<file path="src/design/bsr_pkg.sv">
// ----------------------------------------------------------------------------
// bsr_pkg
// Shared types, codes and helpers of the bitplane scanline renderer.
// ----------------------------------------------------------------------------
package bsr_pkg;

    localparam int LINE_PIXELS_DEF = 320;
    localparam int OUTPUT_ROWS_DEF = 256;

    localparam int NUM_PLANES  = 6;
    localparam int PLANE_AW    = 3;
    localparam int NUM_COLOURS = 32;
    localparam int COLOUR_AW   = 5;
    localparam int COLOUR_BITS = 12;
    localparam int ADDR_BITS   = 21;

    localparam int OQ_DEPTH = 4;
    localparam int OQ_AW    = $clog2(OQ_DEPTH);
    localparam int OQ_CW    = $clog2(OQ_DEPTH + 1);

    localparam logic [1:0] MODE_REG  = 2'd0;
    localparam logic [1:0] MODE_SCAN = 2'd1;
    localparam logic [1:0] MODE_DATA = 2'd2;

    localparam logic [5:0] REG_PTR0     = 6'd32;
    localparam logic [5:0] REG_CTRL     = 6'd38;
    localparam logic [5:0] REG_SCROLL   = 6'd39;
    localparam logic [5:0] REG_ODD_MOD  = 6'd40;
    localparam logic [5:0] REG_EVEN_MOD = 6'd41;
    localparam logic [5:0] REG_WSTART   = 6'd42;

    localparam logic KIND_FETCH = 1'b0;
    localparam logic KIND_PIXEL = 1'b1;

    localparam logic [8:0] DEFAULT_START = 9'd44;
    localparam logic [2:0] MAX_PLANES    = 3'd6;
    localparam logic [2:0] LAST_BIT      = 3'd7;

    typedef struct packed {
        logic                 kind;
        logic [2:0]           plane;
        logic                 snap;
        logic [ADDR_BITS-1:0] preg;
        logic [ADDR_BITS-1:0] addend;
        logic                 emit;
        logic                 cvalid;
        logic                 halve;
        logic [7:0]           row;
        logic [8:0]           x;
        logic                 last;
    } t_op;

    typedef struct packed {
        logic                 kind;
        logic [2:0]           plane;
        logic [ADDR_BITS-1:0] addr;
        logic [7:0]           row;
        logic [8:0]           x;
        logic [23:0]          rgb;
        logic                 last;
    } t_result;

    function automatic logic [23:0] expand_colour(input logic [11:0] c);
        return {c[11:8], c[11:8], c[7:4], c[7:4], c[3:0], c[3:0]};
    endfunction

    function automatic logic [23:0] halve_colour(input logic [23:0] c);
        return {1'b0, c[23:17], 1'b0, c[15:9], 1'b0, c[7:1]};
    endfunction

endpackage

</file>
<file path="src/design/bsr_ram.sv">
// ----------------------------------------------------------------------------
// bsr_ram
// Generic single-write, single-read RAM with registered read (read-first).
// ----------------------------------------------------------------------------
module bsr_ram #(
    parameter int WIDTH = 8,
    parameter int DEPTH = 16,
    parameter int AW    = (DEPTH > 1) ? $clog2(DEPTH) : 1
) (
    input  logic             i_clk,
    input  logic             i_we,
    input  logic [AW-1:0]    i_waddr,
    input  logic [WIDTH-1:0] i_wdata,
    input  logic [AW-1:0]    i_raddr,
    output logic [WIDTH-1:0] o_rdata
);

    logic [WIDTH-1:0] r_mem [DEPTH];
    logic [WIDTH-1:0] r_rdata;

    always_ff @(posedge i_clk) begin
        if (i_we) begin
            r_mem[i_waddr] <= i_wdata;
        end
        r_rdata <= r_mem[i_raddr];
    end

    assign o_rdata = r_rdata;

endmodule

</file>
<file path="src/design/bsr_issue.sv">
// ----------------------------------------------------------------------------
// bsr_issue
// Item decode, control registers and the per-pixel / per-plane sequencer.
// ----------------------------------------------------------------------------
module bsr_issue #(
    parameter int LINE_PIXELS = bsr_pkg::LINE_PIXELS_DEF,
    parameter int OUTPUT_ROWS = bsr_pkg::OUTPUT_ROWS_DEF
) (
    input  logic                                i_clk,
    input  logic                                i_rst_n,
    input  logic                                i_in_valid,
    output logic                                o_in_stall,
    input  logic [1:0]                          i_mode,
    input  logic [5:0]                          i_reg_sel,
    input  logic [20:0]                         i_reg_value,
    input  logic [8:0]                          i_line_number,
    input  logic [5:0]                          i_byte_column,
    input  logic [47:0]                         i_plane_bytes,
    input  logic                                i_room,
    output logic                                o_op_valid,
    output bsr_pkg::t_op                        o_op,
    output logic [bsr_pkg::COLOUR_AW-1:0]       o_crd_addr,
    output logic [bsr_pkg::PLANE_AW-1:0]        o_prd_addr,
    output logic                                o_cwr_en,
    output logic [bsr_pkg::COLOUR_AW-1:0]       o_cwr_addr,
    output logic [bsr_pkg::COLOUR_BITS-1:0]     o_cwr_data
);

    import bsr_pkg::*;

    localparam logic [10:0] HI_OFFSET = 11'(LINE_PIXELS - 1);
    localparam logic [10:0] SPAN      = 11'd7;
    localparam logic [9:0]  ROWS_LIM  = 10'(OUTPUT_ROWS);
    localparam logic [20:0] LINE_STEP = 21'(LINE_PIXELS / 8);

    logic [NUM_COLOURS-1:0] r_cvalid;
    logic [ADDR_BITS-1:0]   r_preg [NUM_PLANES];
    logic [2:0]             r_pc;
    logic                   r_hb;
    logic [3:0]             r_scroll;
    logic [15:0]            r_odd_mod;
    logic [15:0]            r_even_mod;
    logic [7:0]             r_wstart;
    logic                   r_snapped;
    logic [7:0]             r_row;
    logic                   r_row_active;
    logic                   r_busy;
    logic [2:0]             r_cnt;
    logic [2:0]             r_end;

    logic                   r_kind;
    logic                   r_snap;
    logic                   r_emit;
    logic [47:0]            r_bytes;
    logic [8:0]             r_x;

    logic issue, last_op, ready, accept;

    // data item decode
    logic [10:0] d_base, d_sc, d_hi, d_lo_off, d_hi_off;
    logic [2:0]  d_bstart, d_bend;
    logic        d_ok_lo, d_ok_hi, d_ok;
    logic [10:0] d_x0;

    // scanline decode
    logic [8:0] s_start, s_outy;
    logic       s_snapped_eff, s_snap, s_snapped_n, s_ge, s_active, s_ops;
    logic [2:0] s_end;

    // op generation
    logic [5:0]  idx;
    logic [7:0]  pl_byte;
    logic [15:0] mod_sel;
    logic        plane_in;

    assign issue      = r_busy && i_room;
    assign last_op    = (r_cnt == r_end);
    assign ready      = !r_busy || (issue && last_op);
    assign accept     = i_in_valid && ready;
    assign o_in_stall = !ready;

    always_comb begin
        d_base   = {2'b00, i_byte_column, 3'b000};
        d_sc     = {7'd0, r_scroll};
        d_hi     = d_sc + HI_OFFSET;
        d_lo_off = d_sc - d_base;
        d_hi_off = d_hi - d_base;
        if (d_base >= d_sc) begin
            d_bstart = 3'd0;
            d_ok_lo  = 1'b1;
        end else begin
            d_bstart = d_lo_off[2:0];
            d_ok_lo  = (d_lo_off <= SPAN);
        end
        if (d_hi >= d_base + SPAN) begin
            d_bend  = 3'd7;
            d_ok_hi = 1'b1;
        end else begin
            d_bend  = d_hi_off[2:0];
            d_ok_hi = (d_hi >= d_base);
        end
        d_ok = d_ok_lo && d_ok_hi && (d_bstart <= d_bend) && r_row_active && (r_pc != 3'd0);
        d_x0 = d_base + {8'd0, d_bstart} - d_sc;
    end

    always_comb begin
        s_start       = (r_wstart == 8'd0) ? DEFAULT_START : {1'b0, r_wstart};
        s_snapped_eff = r_snapped && (i_line_number != 9'd0);
        s_snap        = (i_line_number == s_start) && !s_snapped_eff;
        s_snapped_n   = s_snapped_eff || s_snap;
        s_ge          = (i_line_number >= s_start);
        s_outy        = i_line_number - s_start;
        s_active      = s_snapped_n && s_ge && ({1'b0, s_outy} < ROWS_LIM) && (r_pc != 3'd0);
        s_ops         = s_snap || (s_snapped_n && s_ge && (r_pc != 3'd0));
        s_end         = s_snap ? (MAX_PLANES - 3'd1) : (r_pc - 3'd1);
    end

    always_comb begin
        idx = '0;
        for (int p = 0; p < NUM_PLANES; p++) begin
            pl_byte = r_bytes[8*p +: 8];
            idx[p]  = (3'(p) < r_pc) && pl_byte[LAST_BIT - r_cnt];
        end
        mod_sel  = r_cnt[0] ? r_even_mod : r_odd_mod;
        plane_in = (r_cnt < r_pc);

        o_op        = '0;
        o_op.kind   = r_kind;
        o_op.row    = r_row;
        o_op.last   = last_op;
        if (r_kind == KIND_PIXEL) begin
            o_op.cvalid = r_cvalid[idx[4:0]];
            o_op.halve  = idx[5] && r_hb;
            o_op.x      = r_x;
        end else begin
            o_op.plane  = r_cnt;
            o_op.snap   = r_snap;
            o_op.preg   = r_preg[r_cnt];
            o_op.addend = plane_in ? (LINE_STEP + {{5{mod_sel[15]}}, mod_sel}) : '0;
            o_op.emit   = r_emit && plane_in;
            o_op.last   = r_emit && (r_cnt == r_pc - 3'd1);
        end
    end

    assign o_op_valid = issue;
    assign o_crd_addr = idx[4:0];
    assign o_prd_addr = r_cnt;
    assign o_cwr_en   = accept && (i_mode == MODE_REG) && (i_reg_sel < REG_PTR0);
    assign o_cwr_addr = i_reg_sel[4:0];
    assign o_cwr_data = i_reg_value[11:0];

    always_ff @(posedge i_clk) begin
        if (!i_rst_n) begin
            r_cvalid     <= '0;
            r_pc         <= '0;
            r_hb         <= 1'b0;
            r_scroll     <= '0;
            r_odd_mod    <= '0;
            r_even_mod   <= '0;
            r_wstart     <= '0;
            r_snapped    <= 1'b0;
            r_row        <= '0;
            r_row_active <= 1'b0;
            r_busy       <= 1'b0;
            r_cnt        <= '0;
            r_end        <= '0;
            for (int p = 0; p < NUM_PLANES; p++) begin
                r_preg[p] <= '0;
            end
        end else begin
            if (issue) begin
                r_cnt <= r_cnt + 3'd1;
                if (last_op) begin
                    r_busy <= 1'b0;
                end
            end
            if (accept) begin
                unique case (i_mode)
                    MODE_REG: begin
                        priority if (i_reg_sel < REG_PTR0) begin
                            r_cvalid[i_reg_sel[4:0]] <= 1'b1;
                        end else if (i_reg_sel < REG_CTRL) begin
                            r_preg[3'(i_reg_sel - REG_PTR0)] <= i_reg_value;
                        end else if (i_reg_sel == REG_CTRL) begin
                            r_pc <= (i_reg_value[14:12] > MAX_PLANES) ? MAX_PLANES
                                                                      : i_reg_value[14:12];
                            r_hb <= i_reg_value[7];
                        end else if (i_reg_sel == REG_SCROLL) begin
                            r_scroll <= i_reg_value[3:0];
                        end else if (i_reg_sel == REG_ODD_MOD) begin
                            r_odd_mod <= i_reg_value[15:0];
                        end else if (i_reg_sel == REG_EVEN_MOD) begin
                            r_even_mod <= i_reg_value[15:0];
                        end else if (i_reg_sel == REG_WSTART) begin
                            r_wstart <= i_reg_value[7:0];
                        end else begin
                        end
                    end
                    MODE_SCAN: begin
                        r_snapped    <= s_snapped_n;
                        r_row_active <= s_active;
                        if (s_active) begin
                            r_row <= s_outy[7:0];
                        end
                        if (s_ops) begin
                            r_busy <= 1'b1;
                            r_cnt  <= 3'd0;
                            r_end  <= s_end;
                        end
                    end
                    MODE_DATA: begin
                        if (d_ok) begin
                            r_busy <= 1'b1;
                            r_cnt  <= d_bstart;
                            r_end  <= d_bend;
                        end
                    end
                    default: begin
                    end
                endcase
            end
        end
    end

    always_ff @(posedge i_clk) begin
        if (issue) begin
            r_x <= r_x + 9'd1;
        end
        if (accept && (i_mode == MODE_SCAN)) begin
            r_kind <= KIND_FETCH;
            r_snap <= s_snap;
            r_emit <= s_active;
        end
        if (accept && (i_mode == MODE_DATA)) begin
            r_kind  <= KIND_PIXEL;
            r_bytes <= i_plane_bytes;
            r_x     <= d_x0[8:0];
        end
    end

    a_cnt_in_range: assert property (@(posedge i_clk) disable iff (!i_rst_n)
        r_busy |-> (r_cnt <= r_end))
        else $error("sequencer count ran past its end");

    a_issue_needs_room: assert property (@(posedge i_clk) disable iff (!i_rst_n)
        o_op_valid |-> i_room)
        else $error("op issued without queue room");

endmodule

</file>
<file path="src/design/bsr_finish.sv">
// ----------------------------------------------------------------------------
// bsr_finish
// RAM return stage: colour expansion, pointer write-back with forwarding.
// ----------------------------------------------------------------------------
module bsr_finish (
    input  logic                                i_clk,
    input  logic                                i_rst_n,
    input  logic                                i_op_valid,
    input  bsr_pkg::t_op                        i_op,
    input  logic [bsr_pkg::COLOUR_BITS-1:0]     i_crd_data,
    input  logic [bsr_pkg::ADDR_BITS-1:0]       i_prd_data,
    output logic                                o_pwr_en,
    output logic [bsr_pkg::PLANE_AW-1:0]        o_pwr_addr,
    output logic [bsr_pkg::ADDR_BITS-1:0]       o_pwr_data,
    output logic                                o_s1_valid,
    output logic                                o_push,
    output bsr_pkg::t_result                    o_res
);

    import bsr_pkg::*;

    logic                  r_s1_valid;
    t_op                   r_s1;
    logic                  r_fwd_hit;
    logic [ADDR_BITS-1:0]  r_fwd_data;
    logic [NUM_PLANES-1:0] r_lvalid;
    logic                  r_s1_lv;

    logic [ADDR_BITS-1:0]  base, val;
    logic [23:0]           rgb;

    always_comb begin
        if (r_fwd_hit) begin
            base = r_fwd_data;
        end else begin
            base = r_s1_lv ? i_prd_data : '0;
        end
        val = r_s1.snap ? r_s1.preg : base;
        rgb = expand_colour(r_s1.cvalid ? i_crd_data : '0);
        if (r_s1.halve) begin
            rgb = halve_colour(rgb);
        end
    end

    assign o_pwr_en   = r_s1_valid && (r_s1.kind == KIND_FETCH);
    assign o_pwr_addr = r_s1.plane;
    assign o_pwr_data = val + r_s1.addend;
    assign o_s1_valid = r_s1_valid;
    assign o_push     = r_s1_valid && ((r_s1.kind == KIND_PIXEL) || r_s1.emit);

    always_comb begin
        o_res       = '0;
        o_res.kind  = r_s1.kind;
        o_res.row   = r_s1.row;
        o_res.last  = r_s1.last;
        if (r_s1.kind == KIND_PIXEL) begin
            o_res.x   = r_s1.x;
            o_res.rgb = rgb;
        end else begin
            o_res.plane = r_s1.plane;
            o_res.addr  = val;
        end
    end

    always_ff @(posedge i_clk) begin
        if (!i_rst_n) begin
            r_s1_valid <= 1'b0;
            r_fwd_hit  <= 1'b0;
            r_lvalid   <= '0;
        end else begin
            r_s1_valid <= i_op_valid;
            r_fwd_hit  <= i_op_valid && (i_op.kind == KIND_FETCH) && o_pwr_en
                          && (o_pwr_addr == i_op.plane);
            if (o_pwr_en) begin
                r_lvalid[o_pwr_addr] <= 1'b1;
            end
        end
    end

    always_ff @(posedge i_clk) begin
        r_s1       <= i_op;
        r_fwd_data <= o_pwr_data;
        r_s1_lv    <= r_lvalid[i_op.plane];
    end

    a_fwd_only_fetch: assert property (@(posedge i_clk) disable iff (!i_rst_n)
        r_fwd_hit |-> (r_s1_valid && (r_s1.kind == KIND_FETCH)))
        else $error("forward hit on a non-pointer op");

endmodule

</file>
<file path="src/design/bsr_outq.sv">
// ----------------------------------------------------------------------------
// bsr_outq
// Result queue between the return stage and the output channel.
// ----------------------------------------------------------------------------
module bsr_outq (
    input  logic                         i_clk,
    input  logic                         i_rst_n,
    input  logic                         i_push,
    input  bsr_pkg::t_result             i_res,
    output logic                         o_valid,
    input  logic                         i_stall,
    output bsr_pkg::t_result             o_res,
    output logic [bsr_pkg::OQ_CW-1:0]    o_count
);

    import bsr_pkg::*;

    t_result          r_mem [OQ_DEPTH];
    logic [OQ_AW-1:0] r_head;
    logic [OQ_AW-1:0] r_tail;
    logic [OQ_CW-1:0] r_count;
    logic             pop;

    assign o_valid = (r_count != '0);
    assign pop     = o_valid && !i_stall;
    assign o_res   = r_mem[r_head];
    assign o_count = r_count;

    always_ff @(posedge i_clk) begin
        if (!i_rst_n) begin
            r_head  <= '0;
            r_tail  <= '0;
            r_count <= '0;
        end else begin
            if (i_push) begin
                r_tail <= r_tail + OQ_AW'(1);
            end
            if (pop) begin
                r_head <= r_head + OQ_AW'(1);
            end
            r_count <= r_count + OQ_CW'(i_push) - OQ_CW'(pop);
        end
    end

    always_ff @(posedge i_clk) begin
        if (i_push) begin
            r_mem[r_tail] <= i_res;
        end
    end

    a_no_overflow: assert property (@(posedge i_clk) disable iff (!i_rst_n)
        i_push |-> (r_count < OQ_CW'(OQ_DEPTH) || pop))
        else $error("result queue overflow");

    a_count_track: assert property (@(posedge i_clk) disable iff (!i_rst_n)
        1'b1 |=> (r_count == $past(r_count) + OQ_CW'($past(i_push)) - OQ_CW'($past(pop))))
        else $error("result queue count lost track");

endmodule

</file>
<file path="src/design/bitplane_scanline_renderer_core.sv">
// Results of an item are registered in the return stage and then in the result queue
// before they reach the output.
// Throughput: one result per cycle while the result queue has room; a data item issues one
// op per emitted pixel (up to 8), a scanline item one op per pointer visited (the plane count,
// or 6 at the snapshot). The rate is set by the single read port of each RAM.
// Reset is synchronous: it clears control registers and RAM entry valid bits, so every
// colour and pointer reads as zero until written; no clearing pass is needed.
// ----------------------------------------------------------------------------
// bitplane_scanline_renderer_core
// Planar-to-chunky scanline renderer with half-brite palette and fetch requests.
// ----------------------------------------------------------------------------
module bitplane_scanline_renderer_core #(
    parameter int LINE_PIXELS = bsr_pkg::LINE_PIXELS_DEF,
    parameter int OUTPUT_ROWS = bsr_pkg::OUTPUT_ROWS_DEF
) (
    input  logic        i_clk,
    input  logic        i_rst_n,
    input  logic        i_in_valid,
    output logic        o_in_stall,
    input  logic [1:0]  i_mode,
    input  logic [5:0]  i_reg_sel,
    input  logic [20:0] i_reg_value,
    input  logic [8:0]  i_line_number,
    input  logic [5:0]  i_byte_column,
    input  logic [47:0] i_plane_bytes,
    output logic        o_out_valid,
    input  logic        i_out_stall,
    output logic        o_kind,
    output logic [2:0]  o_plane,
    output logic [20:0] o_fetch_address,
    output logic [7:0]  o_row,
    output logic [8:0]  o_column_x,
    output logic [23:0] o_pixel_rgb,
    output logic        o_last
);

    import bsr_pkg::*;

    logic                   op_valid;
    t_op                    op;
    logic [COLOUR_AW-1:0]   crd_addr, cwr_addr;
    logic [PLANE_AW-1:0]    prd_addr, pwr_addr;
    logic                   cwr_en, pwr_en;
    logic [COLOUR_BITS-1:0] cwr_data, crd_data;
    logic [ADDR_BITS-1:0]   pwr_data, prd_data;
    logic                   s1_valid, push;
    t_result                res, q_res;
    logic [OQ_CW-1:0]       q_count;
    logic                   room;

    assign room = ({1'b0, q_count} + (OQ_CW+1)'(s1_valid)) < (OQ_CW+1)'(OQ_DEPTH);

    bsr_issue #(
        .LINE_PIXELS (LINE_PIXELS),
        .OUTPUT_ROWS (OUTPUT_ROWS)
    ) u_issue (
        .i_clk         (i_clk),
        .i_rst_n       (i_rst_n),
        .i_in_valid    (i_in_valid),
        .o_in_stall    (o_in_stall),
        .i_mode        (i_mode),
        .i_reg_sel     (i_reg_sel),
        .i_reg_value   (i_reg_value),
        .i_line_number (i_line_number),
        .i_byte_column (i_byte_column),
        .i_plane_bytes (i_plane_bytes),
        .i_room        (room),
        .o_op_valid    (op_valid),
        .o_op          (op),
        .o_crd_addr    (crd_addr),
        .o_prd_addr    (prd_addr),
        .o_cwr_en      (cwr_en),
        .o_cwr_addr    (cwr_addr),
        .o_cwr_data    (cwr_data)
    );

    bsr_ram #(
        .WIDTH (COLOUR_BITS),
        .DEPTH (NUM_COLOURS)
    ) u_colour_ram (
        .i_clk   (i_clk),
        .i_we    (cwr_en),
        .i_waddr (cwr_addr),
        .i_wdata (cwr_data),
        .i_raddr (crd_addr),
        .o_rdata (crd_data)
    );

    bsr_ram #(
        .WIDTH (ADDR_BITS),
        .DEPTH (NUM_PLANES)
    ) u_pointer_ram (
        .i_clk   (i_clk),
        .i_we    (pwr_en),
        .i_waddr (pwr_addr),
        .i_wdata (pwr_data),
        .i_raddr (prd_addr),
        .o_rdata (prd_data)
    );

    bsr_finish u_finish (
        .i_clk      (i_clk),
        .i_rst_n    (i_rst_n),
        .i_op_valid (op_valid),
        .i_op       (op),
        .i_crd_data (crd_data),
        .i_prd_data (prd_data),
        .o_pwr_en   (pwr_en),
        .o_pwr_addr (pwr_addr),
        .o_pwr_data (pwr_data),
        .o_s1_valid (s1_valid),
        .o_push     (push),
        .o_res      (res)
    );

    bsr_outq u_outq (
        .i_clk   (i_clk),
        .i_rst_n (i_rst_n),
        .i_push  (push),
        .i_res   (res),
        .o_valid (o_out_valid),
        .i_stall (i_out_stall),
        .o_res   (q_res),
        .o_count (q_count)
    );

    assign o_kind          = q_res.kind;
    assign o_plane         = q_res.plane;
    assign o_fetch_address = q_res.addr;
    assign o_row           = q_res.row;
    assign o_column_x      = q_res.x;
    assign o_pixel_rgb     = q_res.rgb;
    assign o_last          = q_res.last;

endmodule

</file>
<file path="config.mk">
export PLATFORM = sky130hd
export DESIGN_NAME = bitplane_scanline_renderer_core
export DESIGN_NICKNAME = d
export VERILOG_FILES = /design/src/design/bsr_pkg.sv /design/src/design/bsr_ram.sv /design/src/design/bsr_issue.sv /design/src/design/bsr_finish.sv /design/src/design/bsr_outq.sv /design/src/design/bitplane_scanline_renderer_core.sv
export SDC_FILE = /design/constraint.sdc
export NUM_CORES = 2
export LEC_CHECK = 0
export ABC_CLOCK_PERIOD_IN_PS = 7800
export BUFFER_PORTS_ARGS = -buffer_cell sky130_fd_sc_hd__buf_4
export CAP_MARGIN = 40
export CORE_ASPECT_RATIO = 0.8
export CORE_MARGIN = 2
export CORE_UTILIZATION = 52
export CTS_CLUSTER_DIAMETER = 60
export DETAILED_ROUTE_END_ITERATION = 8
export PLACE_DENSITY_LB_ADDON = 0.15
export SLEW_MARGIN = 5
export SYNTH_ARGS = -nofsm -noshare
export SYNTH_HDL_FRONTEND = slang
export SYNTH_SLANG_ARGS = --single-unit
</file>
<file path="constraint.sdc">
create_clock -name i_clk -period 7.8 [get_ports i_clk]
set_clock_uncertainty 0.05 [all_clocks]
set_input_delay 1.56 -clock i_clk [delete_from_list [all_inputs] [get_ports i_clk]]
set_output_delay 1.56 -clock i_clk [all_outputs]
set_load 0.03 [all_outputs]
</file>
Word-level counts from Yosys, hierarchy flattened. Memory sizes are Yosys's and may differ from the RTL's. A register that Yosys moved wholly into a read port is not among the register bits. Cells that the tools add are included. Widths: inputs -> output; s select.

Mux-type cells: 73. Add/sub/neg operators: 19. Eq/ne operators: 13. Magnitude comparators: 25. Bitwise operators: 11. Reduce and logical (&&, ||, !) cells: 60.

Operator list (number): $mux 21 (5); $mux 24 (2); $mux 47 (1); $mux 3 (12); $logic_and 1x1->1 (34); $mux 33 (1); $mux 1 (32); $or 32x32->32 (1); $eq 6x6->1 const B (5); $add 21x21->21 (1); $bmux 1 s3 (7); $reduce_or 21->1 (1); $mux 9 (2); $add 7x16->17 const A (1); $mux 16 (1); $lt 3x4->1 const B (3); $lt 5x6->1 const B (2); $lt 6x6->1 const B (2); $mux 12 (1); $pmux 3 s2 (2); $le 11x3->1 const B (1); $add 4x9->10 const B (1); $add 9x3->10 const B (1); $ge 10x10->1 (1); other kinds (54) (81).

Bits in writable memories: 904. Input bits: 96. Register bits after elaboration: 262. Output and inout bits: 69. Memories: 4.

Memory list: u_colour_ram.r_mem (words 32, width 12, rd ports 1, clocked after Yosys merged registers in 1, write ports 1, line bsr_ram.sv:18) `logic [WIDTH-1:0] r_mem [DEPTH];`; u_outq.r_mem (words 4, width 67, rd ports 1, clocked after Yosys merged registers in 1, write ports 1, line bsr_outq.sv:18) `t_result r_mem [OQ_DEPTH];`; u_issue.r_preg (words 6, width 21, rd ports 1, clocked after Yosys merged registers in 1, write ports 6, line bsr_issue.sv:37) `logic [ADDR_BITS-1:0] r_preg [NUM_PLANES];`; u_pointer_ram.r_mem (words 6, width 21, rd ports 1, clocked after Yosys merged registers in 1, write ports 1, line bsr_ram.sv:18).

Depth between registers and ports, before layout.
Word-level depth: 12. Gate-level depth with buffers: 18. Gate-level depth less buffers: 17.

By module. Synthesis repeated with hierarchy kept, for this count alone.

Cells, all modules: 3284. Area, all modules: 51049.0 um2.

By module, submodules not included: bsr_issue (cells an instance 1317, area each 15980.3 um2, sequential area each 8778.4 um2, instances 1); bsr_ram at u_colour_ram (cells an instance 868, area each 15468.6 um2, sequential area each 11771.3 um2, instances 1); bsr_outq (cells an instance 395, area each 10154.7 um2, sequential area each 8227.9 um2, instances 1); bsr_ram at u_pointer_ram (cells an instance 277, area each 5300.1 um2, sequential area each 4204.0 um2, instances 1); bsr_finish (cells an instance 426, area each 4139.0 um2, sequential area each 1961.9 um2, instances 1); bitplane_scanline_renderer_core (cells an instance 1, area each 6.3 um2, sequential area each 0.0 um2, instances 1).

Least setup slack after synthesis. OpenSTA, ideal clock, no wires.

Path type: in2reg. From: input port i_byte_column[0]. To: register u_issue.r_cnt[1], in the netlist u_issue.o_prd_addr[1]. Cell stages on the path: 15. Required time: 7690 ps. Data arrival time: 4205 ps. Setup slack: 3486 ps. Setup time: 60 ps. Path through: inv_1 > ha_1 > a31o_2 > a21oi_1 > o221a_2 > nand2_1 > inv_1 > ha_1 > a21o_1 > a21oi_1 > a31oi_1 > a2111oi_2 > mux2_2 > o22ai_1 > and2_1.

Word-level cells in the longest chain between the ends: 10.

RTL lines: start, declared (line bitplane_scanline_renderer_core.sv:24) `input logic [5:0] i_byte_column,`; $add 9x3->10 / $sub 4x9->10 (equally long branches) (line bsr_issue.sv:95, bsr_issue.sv:86); $ge 10x10->1 / $le 11x3->1 (equally long branches) (line bsr_issue.sv:95, bsr_issue.sv:93); $mux 3, or another cell as far along (line bsr_issue.sv:95) `if (d_hi >= d_base + SPAN) begin`; $le 3x3->1 / $logic_and 1x1->1 (equally long branches) (line bsr_issue.sv:102) `d_ok = d_ok_lo && d_ok_hi && (d_bstart <= d_bend) && r_row_active && (r_pc != 3'd0);`; $logic_and 1x1->1 (3 in a row) (line bsr_issue.sv:102); $mux 3 * (line bsr_issue.sv:212) `if (d_ok) begin`; $pmux 3 s2 * (line bsr_issue.sv:178) `unique case (i_mode)`; $mux 3 * (line bsr_issue.sv:177) `if (accept) begin`; end signal, assigned (line bsr_issue.sv:172) `r_cnt <= r_cnt + 3'd1;`; end signal, assigned (line bsr_issue.sv:214) `r_cnt <= d_bstart;`; end, declared (line bsr_issue.sv:48) `logic [2:0] r_cnt;`.

Mark *: on every way between the ends. The rest lies on a longest branch, timed or not. A chain may end at the register's enable or synchronous reset.

==> flow_summary.yaml <==
die:
  coreArea_sq_mm: 0.0931
  initial_utilization: 0.526
  die_h_microns: 278
  dieWidth_microns: 347
  row_count: 100
  die_area_sq_mm: 0.0966
  io_pins: 165
sta:
  setup_tns_ps: 0
  final.min_clock_period_ps: 4550
  hold_viol_final: 0
  tightest_slew_ps: 965
  maxSlewHeadroom: 0.356
  finalWorstSetupSlack_ps: 3250
  fin_crit_sh: 0.583
  setup_viol: 0
  rsz0062_at_grt: "false"
  fmax_mhz: 220
  finalMaxSlewViolations: 0
routing:
  antenna_left: 0
  dr.pass1.iters: 5
  drt-total-wl_microns: 122000
  drt-vias-per-instance: 5.86
  drt_iter0_markers: 3210
  vias: 29354
  remaining_drc_errors: 0
  wl_per_cell_microns: 24.3
clock_network:
  cts_setup_buffers: 0
  clk_pin_slew_ps: 60
  cts.htree.levels: 3
  cts_tree: "built"
  post_cts_resized: 0
  insertion_delay_ps: 720
  cts-root-buf: "clkbuf_16"
  cts_hold_buf: 0
  cts.sinks: 1203
  cts_buffers: 116
  cts_max_path_buffers: 3
power_and_ir_drop:
  power_density_mw_per_mm2: 254
  leakage_nw: 19.7
  ir_drop_uv: 227
hold_path:
  hp-start: "u_issue.r_row[6]$_SDFFE_PN0P_"
  min_path_type: "flop to flop"
  worstHoldEndpoint: "u_finish.o_res[40]$_DFF_P_"
  min_delay_path_depth: 0
synthesis:
  avgSynthCellArea_sq_um: 14.2
  syn-cell-area_sq_mm: 0.0489
  ys_types: 77
  synth_seq_cells: 1203
  seq_area_frac_synth: 0.690
  synthArstFlopShare: 0
  ys_warn_count: 0
  syn_inst: 3456
  synthFlopType: "edfxtp_1"
  synth-edff-count: 969
global_routing:
  grt_max_degree: 149
  grt_first_pass_wirelength_microns: 182000
  grt-ovfl-total: 0
  grt_pass1_vias: 28939
  antenna_found_initial: 7
  grtUsageTotal: 0.251
layout:
  fin_util: 0.602
  drive_above_1_share: 0.174
  area_growth_pct: 14.6
  layoutNonFillerInstCount: 5005
  fin_nets: 3837
  fillers: 6967
status:
  status: "finished clean"
job:
  maxCapViolations: 0
setup_path:
  cp_data_required_time_ps: 6190
  endpoint_kind: "output pin"
  critical_path.max_fanout: 35
  slowest_stage: "dfxtp_4"
  worstSetupPathType: "flop to output pin"
  cp_cell_sequence: "buf_4 -> mux4_2 -> buf_4"
  crit_path_frequent_cell: "buf_4"
  arrival_ps: 2940
  regToRegSetupSlack_ps: 3660
  r2r-end: "u_issue.r_end[0]$_SDFFE_PN0P_"
  reg2regPathDepth: 16
  critPathLaunchType: "flop"
  cpPeakStageDelay_ps: 680
  r2r-start: "u_issue.r_scroll[0]$_SDFFE_PN0P_"
placed_design:
  place.gp.congestion: 0.864
  place_hpwl_microns: 77900
  dp_slack_ps: 2950
  port_buffers: 164
  place_inst: 4780
## synthesized netlist by cell type (6+ instances only)
cell / count / area share
mux2i_1: 145 / 0.030
dfxtp_1: 234 / 0.096
nor3b_1: 8 / 0.0012
buf_4: 18 / 0.0028
and3_1: 13 / 0.0017
a31oi_1: 11 / 0.0014
nor2_1: 256 / 0.020
nand4_1: 7 / 0.00089
nand2b_1: 14 / 0.0018
a21o_1: 14 / 0.0021
nand2_1: 447 / 0.034
o21a_1: 34 / 0.0052
nor4_1: 6 / 0.00077
a211oi_1: 7 / 0.0011
buf_1: 16 / 0.0012
o21ai_1: 7 / 0.00072
mux4_2: 130 / 0.060
a22oi_1: 22 / 0.0034
buf_6: 6 / 0.0014
xor2_1: 15 / 0.0027
o21ai_0: 128 / 0.013
a21oi_1: 182 / 0.019
clkbuf_1: 94 / 0.0072
inv_1: 70 / 0.0054
and4_1: 13 / 0.0023
nand3_1: 140 / 0.014
ha_1: 62 / 0.016
xnor2_1: 48 / 0.0086
nor2b_1: 34 / 0.0043
or3_1: 7 / 0.00089
o21bai_1: 6 / 0.00092
edfxtp_1: 969 / 0.59
a221oi_1: 22 / 0.0039
and2_1: 91 / 0.012
nor2_4: 20 / 0.0046
nor3_1: 16 / 0.0016
mux2_2: 8 / 0.0018
buf_2: 56 / 0.0057
## worst max path at each step
stage / endpoint / slack [ps] / depth (start not counted)
floorplan: u_issue.o_prd_addr[1]$_SDFF_PN0_ / 3490 / 15
global placement: u_issue.r_preg[3][17]$_SDFFCE_PN0P_ / 2850 / 7
detailed placement: u_issue.r_end[0]$_SDFFE_PN0P_ / 2950 / 16
CTS: o_fetch_address[3] / 3120 / 3
global route: o_fetch_address[3] / 3010 / 3
finish: o_fetch_address[3] / 3250 / 3
## worst max-delay path: cells and delay by family (launching register included)
kind	cells	cell delay [ps]
buffers and inverters	2	860
multiplexers	1	640
flip-flops	1	680
## placed cells by master, fill, tap and decap left out, types with 34 or more instances in the layout
cell         n
clkbuf_16  120
dfxtp_1    228
o21a_1      34
inv_1       69
and2_1      87
nor2_1     250
mux4_2     130
buf_4      226
a21oi_1    182
conb_1      42
nand3_1    140
o21ai_0    126
nand2_1    447
xnor2_1     48
nor2b_1     34
mux2i_1    145
edfxtp_1   969
ha_1        62
## state kept, by name, indices dropped and copies added, names as in the netlist, 4 cells and up, named ones only
signal,count
u_colour_ram.r_mem,384
u_outq.r_mem,232
u_issue.r_preg,168
u_pointer_ram.r_mem,126
u_finish.r_s1,51
u_issue.r_bytes,48
u_issue.r_cvalid,32
u_finish.r_fwd_data,21
u_pointer_ram.o_rdata,21
u_issue.r_even_mod,16
u_issue.r_odd_mod,16
u_colour_ram.o_rdata,12
u_finish.o_res,10
u_issue.r_x,9
u_issue.r_row,8
u_issue.r_wstart,8
u_finish.r_lvalid,6
u_issue.r_scroll,4
## metal layers
| metal | GRT usage | vias up | wire length (microns) |
|---|---|---|---|
| met2 | 0.390 | 1093 | 56100 |
| li1 | - | 13157 | - |
| met4 | 0.0678 | 12 | 3190 |
| met3 | 0.0463 | 195 | 8790 |
| met5 | 0 | - | 87 |
| met1 | 0.368 | 14897 | 53400 |
## power by group
part,internal [W],switching (W)
sequential,0.00699,0.0000788
clock,0.00343,0.00243
combinational,0.000532,0.000792
total,0.0110,0.00330
## final cells by class
cell class,count,area (sq um),area share
flip-flops and latches,1203,33800,0.603
multi-input cells,2028,14200,0.253
clock buffers,162,3340,0.0595
repair buffers,254,2220,0.0396
well taps,1224,1530,0.0273
clock inverters,59,734,0.0131
inverters,73,274,0.00489
diodes,2,5.00,0.0000893
## metrics by stage
step | hold slack [ps] | total power, W | instance area [sq um]
after floorplan | 281 | 0.00803 | 49100
after global placement | 293 | 0.00852 | 51400
after detailed placement | 287 | 0.00855 | 52000
after CTS | 303 | 0.0144 | 56100
after global routing | 309 | 0.0147 | 56100
final | 302 | 0.0143 | 56100
## cells by family after synthesis
logic type / share of synthesized area
compound gates: 0.0569
xor+xnor: 0.0118
fa+ha+maj: 0.0171
buf+inv: 0.0251
flops: 0.690
mux: 0.0929
other cells: 0.0000766
simple gates: 0.106
(Power assumes the default switching activity.)
